[src/rff_pkg.sv]
// Shared types and constants for the radial force field block.
package rff_pkg;

    localparam int CFG_IDX_W = 3;
    localparam int QUEUE_DEPTH = 4;

    localparam logic [CFG_IDX_W-1:0] REG_CENTER_X     = 3'd0;
    localparam logic [CFG_IDX_W-1:0] REG_CENTER_Y     = 3'd1;
    localparam logic [CFG_IDX_W-1:0] REG_INNER_RADIUS = 3'd2;
    localparam logic [CFG_IDX_W-1:0] REG_OUTER_RADIUS = 3'd3;
    localparam logic [CFG_IDX_W-1:0] REG_FORCE_GAIN   = 3'd4;
    localparam logic [CFG_IDX_W-1:0] REG_ESCAPE_MODE  = 3'd5;

    typedef enum logic [1:0] {
        ACT_NONE  = 2'd0,
        ACT_STOP  = 2'd1,
        ACT_FORCE = 2'd2
    } action_t;

    typedef struct packed {
        logic signed [31:0] body_x;
        logic signed [31:0] body_y;
        logic               awake;
    } body_t;

    typedef struct packed {
        action_t            action;
        logic signed [31:0] force_x;
        logic signed [31:0] force_y;
    } result_t;

    typedef struct packed {
        logic signed [31:0] center_x;
        logic signed [31:0] center_y;
        logic [30:0]        inner_radius;
        logic [30:0]        outer_radius;
        logic signed [31:0] force_gain;
        logic               escape_mode;
    } cfg_t;

    // classified body handed from front to back
    typedef struct packed {
        action_t     action;
        logic        zero;
        logic        neg_x;
        logic        neg_y;
        logic [30:0] mag_x;
        logic [30:0] mag_y;
        logic [62:0] sq_sum;
    } job_t;

endpackage

[src/rff_queue.sv]
// Short FIFO of classified bodies between front and back.
module rff_queue
#(
    parameter int DEPTH = rff_pkg::QUEUE_DEPTH
)
(
    input  logic          clk,
    input  logic          rst_n,
    input  logic          push,
    input  rff_pkg::job_t push_data,
    input  logic          pop,
    output rff_pkg::job_t head,
    output logic          full,
    output logic          empty
);

    localparam int PTR_W = (DEPTH > 1) ? $clog2(DEPTH) : 1;
    localparam int CNT_W = $clog2(DEPTH + 1);
    localparam logic [PTR_W-1:0] LAST  = PTR_W'(DEPTH - 1);
    localparam logic [CNT_W-1:0] FULLC = CNT_W'(DEPTH);

    rff_pkg::job_t    mem_reg [DEPTH];
    logic [PTR_W-1:0] wr_reg, rd_reg;
    logic [CNT_W-1:0] cnt_reg;

    assign head  = mem_reg[rd_reg];
    assign full  = (cnt_reg == FULLC);
    assign empty = (cnt_reg == '0);

    always_ff @(posedge clk or negedge rst_n)
    begin
        if (!rst_n)
        begin
            wr_reg  <= '0;
            rd_reg  <= '0;
            cnt_reg <= '0;
        end
        else
        begin
            if (push)
            begin
                wr_reg <= (wr_reg == LAST) ? '0 : wr_reg + PTR_W'(1);
            end
            if (pop)
            begin
                rd_reg <= (rd_reg == LAST) ? '0 : rd_reg + PTR_W'(1);
            end
            if (push && !pop)
            begin
                cnt_reg <= cnt_reg + CNT_W'(1);
            end
            else if (pop && !push)
            begin
                cnt_reg <= cnt_reg - CNT_W'(1);
            end
        end
    end

    always_ff @(posedge clk)
    begin
        if (push)
        begin
            mem_reg[wr_reg] <= push_data;
        end
    end

    a_no_overflow: assert property (@(posedge clk) disable iff (!rst_n) full |-> !push)
        else $error("push into full queue");
    a_no_underflow: assert property (@(posedge clk) disable iff (!rst_n) empty |-> !pop)
        else $error("pop from empty queue");
    a_count_up: assert property (@(posedge clk) disable iff (!rst_n)
        (push && !pop) |=> cnt_reg == $past(cnt_reg) + CNT_W'(1))
        else $error("queue count did not follow push");

endmodule

[config.mk]
export PLATFORM = sky130hd
export DESIGN_NAME = rff_queue
export DESIGN_NICKNAME = d
export VERILOG_FILES = /design/src/rff_pkg.sv /design/src/rff_queue.sv
export SDC_FILE = /design/constraint.sdc
export NUM_CORES = 1
export LEC_CHECK = 0
export ABC_AREA = 1
export BUFFER_PORTS_ARGS = -buffer_cell sky130_fd_sc_hd__buf_2
export CAP_MARGIN = 20
export CORE_MARGIN = 2
export CORE_UTILIZATION = 55
export DETAILED_ROUTE_END_ITERATION = 16
export GPL_ROUTABILITY_DRIVEN = 1
export PLACE_DENSITY = 0.84
export SLEW_MARGIN = 30
export SYNTH_ARGS = -nofsm -noshare
export SYNTH_HDL_FRONTEND = slang
export SYNTH_SLANG_ARGS = --single-unit
[constraint.sdc]
create_clock -name clk -period 4.5 [get_ports clk]
set_clock_uncertainty 0.15 [all_clocks]
set_input_delay 0.9 -clock clk [delete_from_list [all_inputs] [get_ports clk]]
set_output_delay 0.9 -clock clk [all_outputs]
set_load 0.005 [all_outputs]
* Word level (Yosys, flattened, before mapping)
Memories as Yosys holds them, arrays and structs flattened. Index checks and enable logic that the tools add are counted. Widths: inputs -> output; s select.
Word-level totals: input port bits 134, RAM bits 520, register bits 7, memories 1, logic and storage cells 23
Cells by class: muxes and demuxes 6, reduce and logical (&&, ||, !) cells 6, add/sub/neg operators 4, equality and inequality tests 3
Memory list:
- mem_reg | words 4, bits a word 130, rd ports 1, clocked after Yosys merged registers in 0, write ports 1, RTL line rff_queue.sv:22 | rff_pkg::job_t mem_reg [DEPTH];
Operators with widths (number):
- $mux 3 | 2
- $add 2x1->2 const B | 2
- $eq 2x2->1 const B | 2
- $mux 2 | 2
- $add 3x1->3 const B | 1
- $eq 3x3->1 const B | 1
- $logic_not 3->1 | 1
- $sub 3x1->3 const B | 1
- $logic_and 1x1->1 | 2
- $logic_not 1->1 | 2
- $mux 1 | 2
- $reduce_bool 2->1 | 1

* Logic depth before layout (Yosys ltp)
Gate-level depths: netlist of the first run.
depth after elaboration 4, depth in mapped cells 9

* Worst setup path after synthesis of the first run
Ideal clock, no wire load.
path type input -> register, start point in push, end point mem mem_reg[3][0] (netlist name) (enable), required time 3867 ps, arrival 3448 ps, stages 2, setup slack 419 ps, library setup time 483 ps, path through nand2_1 > inv_1
Between the ends: longest elaborated chain between the ends 2
RTL lines:
- start, declared | RTL line rff_queue.sv:9 | input logic push,
- $mux 1 | RTL line rff_queue.sv:61 | if (push)
- $mux 1 (not written as such) | RTL line rff_queue.sv:63 | mem_reg[wr_reg] <= push_data;
- end, declared | RTL line rff_queue.sv:22
No other way between the ends.

==> results_dict.tcl, run 1 <==
set metrics [dict create \
    run_status "finished clean" \
    drt_pass1_iterations 5 \
    synth_sequential_area_ratio_pct 73.87 \
    edff_count_synth 520 \
    setup-tns-final_ps 0 \
    via_count_of_the_first_global_routing_pass 12593 \
    post-dp-hpwl_um 24100 \
    routed_wirelength_um 41940 \
    portBuffers 265 \
    cts.htree.levels 2 \
    worst-endpoint-required_ps 3450 \
    postSynthAreaPerCell_um2 13.62 \
    netlist.area_leader.share_pct 73.05 \
    yosysMostFrequentCell "edfxtp_1" \
    power.density_mw_per_mm2 616.9 \
    hold_start "cnt_reg[2]" \
    cts_tree "built" \
    worst_skew_pair.late_latency_ps 580 \
    floorplan.rows 72 \
    grt_use_total_pct 20.78 \
    worstHoldPathType "reg -> reg" \
    min_period_ps 3735 \
    start_util_pct 55.57 \
    total_leakage_power_nw 9.947 \
    gr-usage-met3_pct 6.090 \
    ys_warn_count 0 \
    yosys-top-cells-count "edfxtp_1 (520), nand2_1 (405), inv_1 (271), o211ai_1 (230), buf_6 (53)" \
    slowest_stage "dfrtp_1" \
    drt_iter0_markers 795 \
    rsz0062_at_grt "no" \
    max_freq_mhz 267.7 \
    worst_endpoint_data_arrival_time_ps 2690 \
    globalRouteOverflowTotal 0 \
    worst-path-max-fanout 227 \
    nNetsFinal 1964 \
    area_growth_pct 14.90 \
    cts_inserted_buffers 52 \
    min_period_over_period_pct 83.01 \
    total_of_cells_resized_after_clock_tree_synthesis 0 \
    ys_async_sr_fraction_pct 1.328 \
    worst_setup_hold_path_clk_slew_ps 60 \
    r2r_start "wr_reg[1]" \
    largest_register_ff_count 520 \
    timing_worst_setup_path_type "reg -> out" \
    leading_cell_types_by_total_area_after_synthesis "edfxtp_1 (73%), o211ai_1 (8.1%), nand2_1 (7.1%), inv_1 (4.8%), buf_6 (2.8%)" \
    synth-main-ff-cell "edfxtp_1" \
    ir_worst_vdd_mv 0.5174 \
    final_number_of_hold_violating_endpoints 0 \
    clockBufferDepth 3 \
    syn-cell-area_mm2 0.02138 \
    slowest_delay_ps 510 \
    grt_util_met2_pct 35.78 \
    cpMostUsedCell "nand2_1" \
    drive_above_1_share_pct 21.24 \
    cts_setup_buffers 0 \
    grt_antenna_before_repair 10 \
    cap_viol_max_count 0 \
    grt_start_max_net_pins 228 \
    placement.cell_area_mm2 0.02288 \
    cts_sinks 527 \
    yosysUniqueCellTypes 21 \
    vias 12488 \
    syn_nets 1710 \
    die_x_um 201.1 \
    root_buffer "clkbuf_16" \
    numPlacedInstances 2286 \
    timing.final.setup_violations 0 \
    startpoint_type "flop" \
    post_drt_via_cell_ratio 5.223 \
    yosysTopAreaCell "edfxtp_1" \
    floorplan.die_area_mm2 0.04046 \
    yosys_register_bits 527 \
    hold_buffer_count_at_cts 1 \
    gr-max-usage-layer "met2" \
    max_slew_margin_pct 41.71 \
    ant_nets 0 \
    critical_path.startpoint "rd_reg[0]" \
    cp_cell_sequence "inv_16, buf_4, nand2_1, o211ai_2, nand2_1, buf_2" \
    grt_pass1_wl_um 65150 \
    wl_per_cell_um 17.54 \
    final_cell_count_no_fill 2391 \
    globalRouteMet1Util_pct 24.72 \
    max_slew_violation_total_from_the_final_report 0 \
    coreArea_mm2 0.03847 \
    gp_congestion 0.7669 \
    stdcell_area_mm2 0.02456 \
    top_level_ports 266 \
    worstMarginPinSlew_ps 874.3 \
    synthCells 1569 \
    fp.dieH_um 201.1 \
    timing.critical_path.to_type "output port" \
    drcViolationCount 0 \
]
==> through the flow <==
| step | power, mW | worst slack [ps] | hold WS, ps | utilization, % |
|---|---|---|---|---|
| detailed placement | 11.09 | 1488 | 341.1 | 59.48 |
| finish | 15.15 | 764.6 | 352.1 | 63.85 |
| CTS | 15.29 | 831.2 | 332.7 | 63.79 |
| global route | 15.98 | 648.7 | 348.2 | 63.81 |
| floorplan | 9.664 | 418.8 | 313.4 | - |
| global placement | 10.92 | 1558 | 328.4 | 59.48 |
==> worst paths after layout <==
path	to	slack, ps	cells after the start
setup / recovery	head[8]	760	6
hold / removal	cnt_reg[2]	350	2
setup reg to reg	mem_reg[1][124]	2240	5
hold reg to reg	cnt_reg[2]	350	2
max in group asynchronous	rd_reg[1]	3470	2
min in group asynchronous	wr_reg[0]	550	2
==> cell type report <==
class	instances	area, um2
diodes	9	22.52
clock buffers	67	1358
clock inverters	28	290.3
fillers	2707	13900
inverters	273	1064
multi-input cells	683	3775
flip-flops and latches	527	15790
well taps	518	648.1
repair buffers	286	1612
==> cells by family after synthesis <==
family                     after synthesis  synth area share, %
AOI/OAI and AO/OA                      264                9.927
xor gates and xnor gates                 1              0.04098
adders and majority gates                7               0.4448
buffers and inverters                  359                8.475
DFF                                    527                73.87
and+or+nand+nor                        411                7.246
==> critical path: cells and delay by family (launching register included) <==
kind                   cells  cell delay, ps
DFF                        1             510
AOI/OAI and AO/OA          1              80
buffers and inverters      3            1050
and+or+nand+nor            2             210
==> where the power goes <==
part	internal (mW)	leakage [nW]	switching [mW]
sequential	6.29	4.86	0.205
clock	2.42	0.806	1.76
combinational	1.56	4.28	2.91
total	10.3	9.95	4.88
==> per-layer routing <==
layer / vias to the layer above / routed length, um
met5: - / 65
met4: 10 / 1246
met3: 98 / 3152
met2: 346 / 20680
met1: 6000 / 16800
li1: 6034 / -
==> cell usage in the layout (no fill, tap or decap), types with 10 or more instances in the layout <==
master	n
buf_2	265
edfxtp_1	520
clkinv_2	10
buf_4	10
o211ai_1	230
nand2_1	405
clkbuf_16	52
clkbuf_1	15
o211ai_2	30
buf_12	10
inv_1	267
Note: power is estimated with default switching activity, not from simulation.
==> run 2: changes to the inputs <==
--- a/config.mk
+++ b/config.mk
@@ -9,7 +9,7 @@
 export BUFFER_PORTS_ARGS = -buffer_cell sky130_fd_sc_hd__buf_2
 export CAP_MARGIN = 20
 export CORE_MARGIN = 2
-export CORE_UTILIZATION = 55
+export CORE_UTILIZATION = 52
 export DETAILED_ROUTE_END_ITERATION = 16
 export GPL_ROUTABILITY_DRIVEN = 1
 export PLACE_DENSITY = 0.84
==> constraint.sdc (replaced) <==
create_clock -name clk -period 3.1 [get_ports clk]
set_clock_uncertainty 0.15 [all_clocks]
set_input_delay 0.62 -clock clk [delete_from_list [all_inputs] [get_ports clk]]
set_output_delay 0.62 -clock clk [all_outputs]
set_load 0.005 [all_outputs]
==> run 2 against run 1 <==
  * Sequential share of layout area decreased by 0.61 points
  * First-iteration DRC count decreased by 2.1%
  * Via count up 1.7%
  * Global-route usage shrank 0.53 points
  * Clock power grew 40%
  * Largest cell class unchanged
  * Combinational power grew 53%
  * Count of clock-buffer cells in the layout increased by 5
  * Critical path depth unchanged
  * Hold slack worse by 260 ps
  * Worst setup slack got worse by 590 ps
  * Cell area is 0.97% higher
  * Highest routed layer unchanged
==> results_dict.tcl, run 2 (same netlist as run 1, synthesis figures left out) <==
set metrics [dict create \
    gr-usage-met3_pct 5.306 \
    grt_antenna_before_repair 7 \
    routed_wirelength_um 43540 \
    grt_pass1_wl_um 65790 \
    power.density_mw_per_mm2 892.9 \
    die_x_um 206.8 \
    final_cell_mix "edfxtp_1 (520), nand2_1 (401), inv_1 (265), buf_2 (265), o211ai_1 (230)" \
    worst-path-max-fanout 48 \
    gr-max-usage-layer "met2" \
    max_freq_mhz 342.4 \
    rsz0062_at_grt "no" \
    run_status "finished clean" \
    area_growth_pct 16.01 \
    grt_start_max_net_pins 86 \
    largest_register_ff_count 520 \
    ant_nets 0 \
    portBuffers 265 \
    setup-tns-final_ps 0 \
    min_period_ps 2921 \
    nNetsFinal 1980 \
    timing_worst_setup_path_type "reg -> out" \
    globalRouteMet1Util_pct 23.71 \
    numPlacedInstances 2314 \
    drt_pass1_iterations 5 \
    layout.area.seq_mm2 0.01580 \
    timing.final.setup_violations 0 \
    layout_setup_ws_ps 179.3 \
    filler_cell_count 3010 \
    worstMarginPinSlew_ps 633.0 \
    gp_congestion 0.7226 \
    worst_endpoint_data_arrival_time_ps 2150 \
    cts_sinks 527 \
    drcViolationCount 0 \
    startpoint_type "flop" \
    via_count_of_the_first_global_routing_pass 12669 \
    top_level_ports 266 \
    hold_start "push_data[25]" \
    timing.reg2reg.worst_path_depth 5 \
    worst_setup_hold_path_clk_slew_ps 60 \
    worst_hold_path.num_cells 1 \
    r2r-end "mem_reg[1][88]" \
    floorplan.rows 74 \
    grt_util_met2_pct 35.69 \
    grt_use_total_pct 20.25 \
    drive_above_1_share_pct 22.23 \
    worstHoldPathType "in -> reg" \
    vias 12695 \
    final_number_of_hold_violating_endpoints 0 \
    total_area_of_multi_input_combinational_cells_mm2 0.003815 \
    max_slew_margin_pct 57.80 \
    coreArea_mm2 0.04074 \
    max_slew_violation_total_from_the_final_report 0 \
    root_buffer "clkbuf_16" \
    r2r_start "wr_reg[1]" \
    ir_worst_vdd_mv 0.5576 \
    clockBufferDepth 3 \
    fp.dieH_um 206.8 \
    final_cell_count_no_fill 2416 \
    worst_skew_pair.late_latency_ps 590 \
    pre_cts_slack_ps 526.9 \
    post_drt_via_cell_ratio 5.255 \
    layout_commonest_cell "edfxtp_1" \
    ff2ff_setup_slack_ps 1060 \
    worst-endpoint-required_ps 2330 \
    cts_inserted_buffers 52 \
    min_period_over_period_pct 94.22 \
    total_leakage_power_nw 10.02 \
    post-dp-hpwl_um 24920 \
    start_util_pct 52.47 \
    min_delay_worst_endpoint "mem_reg[0][25]" \
    timing.critical_path.to_type "output port" \
    cts_tree "built" \
    cts.htree.levels 2 \
    floorplan.die_area_mm2 0.04275 \
    cap_viol_max_count 0 \
    wl_per_cell_um 18.02 \
    drt_iter0_markers 778 \
    globalRouteOverflowTotal 0 \
]
## run 2: timing repair
item	in CTS	in global routing
endpoints found under the setup margin	56	8
hold endpoints to repair	7	0
hold buffers	1	0
buffers inserted	0	0
gates cloned	2	0
gates resized for setup	1	2
## run 2: worst max-delay path by stage
stage / startpoint / end / slack [ps] / cells after the start
detailed placement: rd_reg[0] / head[2] / 530 / 6
global placement: rd_reg[0] / head[100] / 630 / 6
floorplan: wr_reg[0] / mem_reg[0][0] / -30 / 4
finish: rd_reg[0] / head[2] / 180 / 6
global route: rd_reg[0] / head[2] / 30 / 6
CTS: rd_reg[0] / head[1] / 60 / 4
## run 2: area by class of cell
class | instances | share of cell area [%]
inverters | 273 | 4.268
repair inverters | 2 | 0.08072
well taps | 532 | 2.684
clock buffers | 72 | 5.721
diodes | 4 | 0.04036
repair buffers | 300 | 7.376
flip-flops and latches | 527 | 63.69
multi-input cells | 683 | 15.38
clock inverters | 23 | 0.7568
## run 2: stage by stage
step	power, mW	util (%)	cell area, um2	hold WS, ps
after floorplan	14.02	-	21430	174.4
after global placement	16.12	56.83	23150	330.5
after detailed placement	16.40	56.83	23150	337.0
after CTS	22.41	60.84	24790	55.68
after global routing	23.43	60.86	24790	72.89
final	22.14	60.88	24800	95.18
## run 2: where the power goes
part / switching [mW] / total (mW) / internal (mW)
Clock: 2.49 / 5.86 / 3.37
Combinational: 4.38 / 6.84 / 2.46
Sequential: 0.315 / 9.44 / 9.12
Total: 7.19 / 22.1 / 15.0
## run 2: critical path, stage by stage (launching register included)
cell	delay [ps]
dfrtp_2	550
inv_16	270
buf_12	270
nand2_1	110
o211ai_1	120
nand2_1	80
buf_2	130
## run 2: layer usage
| metal | vias up | part of all wire (%) |
|---|---|---|
| met5 | - | 0.16 |
| met4 | 10 | 2.8 |
| met3 | 95 | 7.6 |
| met2 | 377 | 51 |
| met1 | 6174 | 38 |
| li1 | 6039 | - |
==> run 3: changes to the inputs <==
--- a/config.mk
+++ b/config.mk
@@ -9,10 +9,11 @@
 export BUFFER_PORTS_ARGS = -buffer_cell sky130_fd_sc_hd__buf_2
 export CAP_MARGIN = 20
 export CORE_MARGIN = 2
-export CORE_UTILIZATION = 52
+export CORE_UTILIZATION = 32
+export CTS_BUF_LIST = sky130_fd_sc_hd__clkbuf_2
 export DETAILED_ROUTE_END_ITERATION = 16
 export GPL_ROUTABILITY_DRIVEN = 1
-export PLACE_DENSITY = 0.84
+export PLACE_DENSITY = 0.59
 export SLEW_MARGIN = 30
 export SYNTH_ARGS = -nofsm -noshare
 export SYNTH_HDL_FRONTEND = slang
==> run 3 against run 2 <==
  * The run now ends with negative setup slack left
  * Count of clock-buffer cells in the layout is 126 higher
  * Worst setup slack lost 550 ps
  * First-iteration DRC count is 18% higher
  * Register-to-register slack gained 20 ps
  * Clock power fell by 23%
  * Non-clock buffer count increased by 356
  * Die area up 61%
  * Wire length grew 46%
  * Maximum frequency down 16%
  * Combinational power is 67% higher
  * Largest power group is now combinational logic
==> results_dict.tcl, run 3 (same netlist as run 1, synthesis figures left out) <==
set metrics [dict create \
    globalRouteMet1Util_pct 20.27 \
    final_number_of_hold_violating_endpoints 0 \
    area_growth_pct 40.96 \
    start_util_pct 32.40 \
    stdcell_area_mm2 0.03013 \
    cts_inserted_buffers 138 \
    grt_util_met2_pct 29.30 \
    run_status "finished, violations left" \
    drt_pass1_iterations 5 \
    worstHoldPathType "in -> reg" \
    worst_endpoint_data_arrival_time_ps 2700 \
    nNetsFinal 2434 \
    max_slew_margin_pct 44.32 \
    layout_setup_ws_ps -368.6 \
    via_count_of_the_first_global_routing_pass 15272 \
    wl_per_cell_um 19.50 \
    post-dp-hpwl_um 26380 \
    grt_start_max_net_pins 89 \
    min_period_over_period_pct 111.9 \
    startpoint_type "flop" \
    vias 14926 \
    min_period_ps 3469 \
    post_drt_via_cell_ratio 4.594 \
    drt_iter0_markers 921 \
    final_cell_mix "edfxtp_1 (520), nand2_1 (334), dlygate4sd3_1 (266)" \
    worstMarginPinSlew_ps 835.2 \
    rsz0062_at_grt "yes" \
    worst-path-max-fanout 8 \
    drcViolationCount 0 \
    drive_above_1_share_pct 30.64 \
    timing.final.setup_violations 130 \
    layout_commonest_cell "edfxtp_1" \
    floorplan.die_area_mm2 0.06889 \
    die_x_um 262.5 \
    top_level_ports 266 \
    cts.htree.levels 4 \
    cts_tree "built" \
    placement.cell_area_mm2 0.02351 \
    layout.core_utilization_pct 45.67 \
    routed_wirelength_um 63360 \
    globalRouteOverflowTotal 0 \
    setup-tns-final_ps -39190 \
    total_leakage_power_nw 12.49 \
    fin_hold_ws_ps 243.4 \
    worst_setup_hold_path_clk_slew_ps 100 \
    grt_pass1_wl_um 88720 \
    violated_checks "negative setup slack" \
    grt_antenna_before_repair 7 \
    worst_skew_pair.late_latency_ps 1220 \
    max_freq_mhz 288.3 \
    fp.dieH_um 262.5 \
    floorplan.rows 94 \
    pre_cts_slack_ps 557.2 \
    power.density_mw_per_mm2 841.4 \
    clockBufferDepth 3 \
    grt_use_total_pct 17.19 \
    ir_worst_vdd_mv 0.4275 \
    cts_sinks 527 \
    max_slew_violation_total_from_the_final_report 0 \
    timing_worst_setup_path_type "reg -> out" \
    worst-endpoint-required_ps 2330 \
    timing.critical_path.to_type "output port" \
    largest_register_ff_count 520 \
    ant_nets 0 \
    coreArea_mm2 0.06598 \
    portBuffers 265 \
    root_buffer "clkbuf_2" \
    gr-usage-met3_pct 5.557 \
    cap_viol_max_count 0 \
    gr-max-usage-layer "met2" \
    gp_congestion 0.7351 \
]
-- run 3: final timing paths --
path | slack (ps) | depth (start not counted) | to | from
setup / recovery | -370 | 7 | head[21] | rd_reg[0]
hold / removal | 240 | 4 | wr_reg[0] | push
setup reg to reg | 1080 | 5 | mem_reg[2][32] | wr_reg[0]
hold reg to reg | 360 | 2 | cnt_reg[2] | cnt_reg[2]
max in group asynchronous | 1750 | 4 | rd_reg[1] | rst_n
min in group asynchronous | 780 | 4 | rd_reg[0] | rst_n
-- run 3: cell type report --
class	instances	area [um2]
repair inverters	14	294.0
diodes	6	15.01
well taps	864	1081
clock inverters	28	141.4
flip-flops and latches	527	15800
fillers	5864	35850
multi-input cells	683	4043
repair buffers	656	6691
clock buffers	198	991.0
inverters	273	1079
-- run 3: critical path, cell delays in order (launching register included) --
cell and delay, ps:
dfrtp_4 490, buf_12 140, clkinv_16 80, buf_12 170, clkbuf_16 160, o211ai_1 190, nand2_1 100, buf_2 130
-- run 3: power by group --
group	internal, mW	leakage [nW]	switching [mW]	total (mW)
combinational	5.20	6.73	6.23	11.4
sequential	9.12	4.86	0.288	9.40
clock	1.77	0.903	2.75	4.52
-- run 3: stage by stage --
stage	power, mW	instances
2_1_floorplan	14.02	1569
3_3_place_gp	16.46	2645
3_5_place_dp	16.57	2645
4_1_cts	24.62	3219
5_1_grt	26.88	3247
6_report	25.35	3249
-- run 3: what timing repair did --
item                       in CTS  in global routing
cloned                         43                 24
hold endpoints to repair      777                  0
pin swaps                      43                 57
buffers inserted               42                  8
setup endpoints to repair     130                130
hold buffers                  266                  0
resized for setup             145                102
-- run 3: routing by layer --
| metal | part of all wire, % | up-vias |
|---|---|---|
| met5 | 0.039 | - |
| met4 | 2.7 | 4 |
| met3 | 7.0 | 114 |
| met2 | 50 | 479 |
| met1 | 41 | 7269 |
| li1 | - | 7060 |
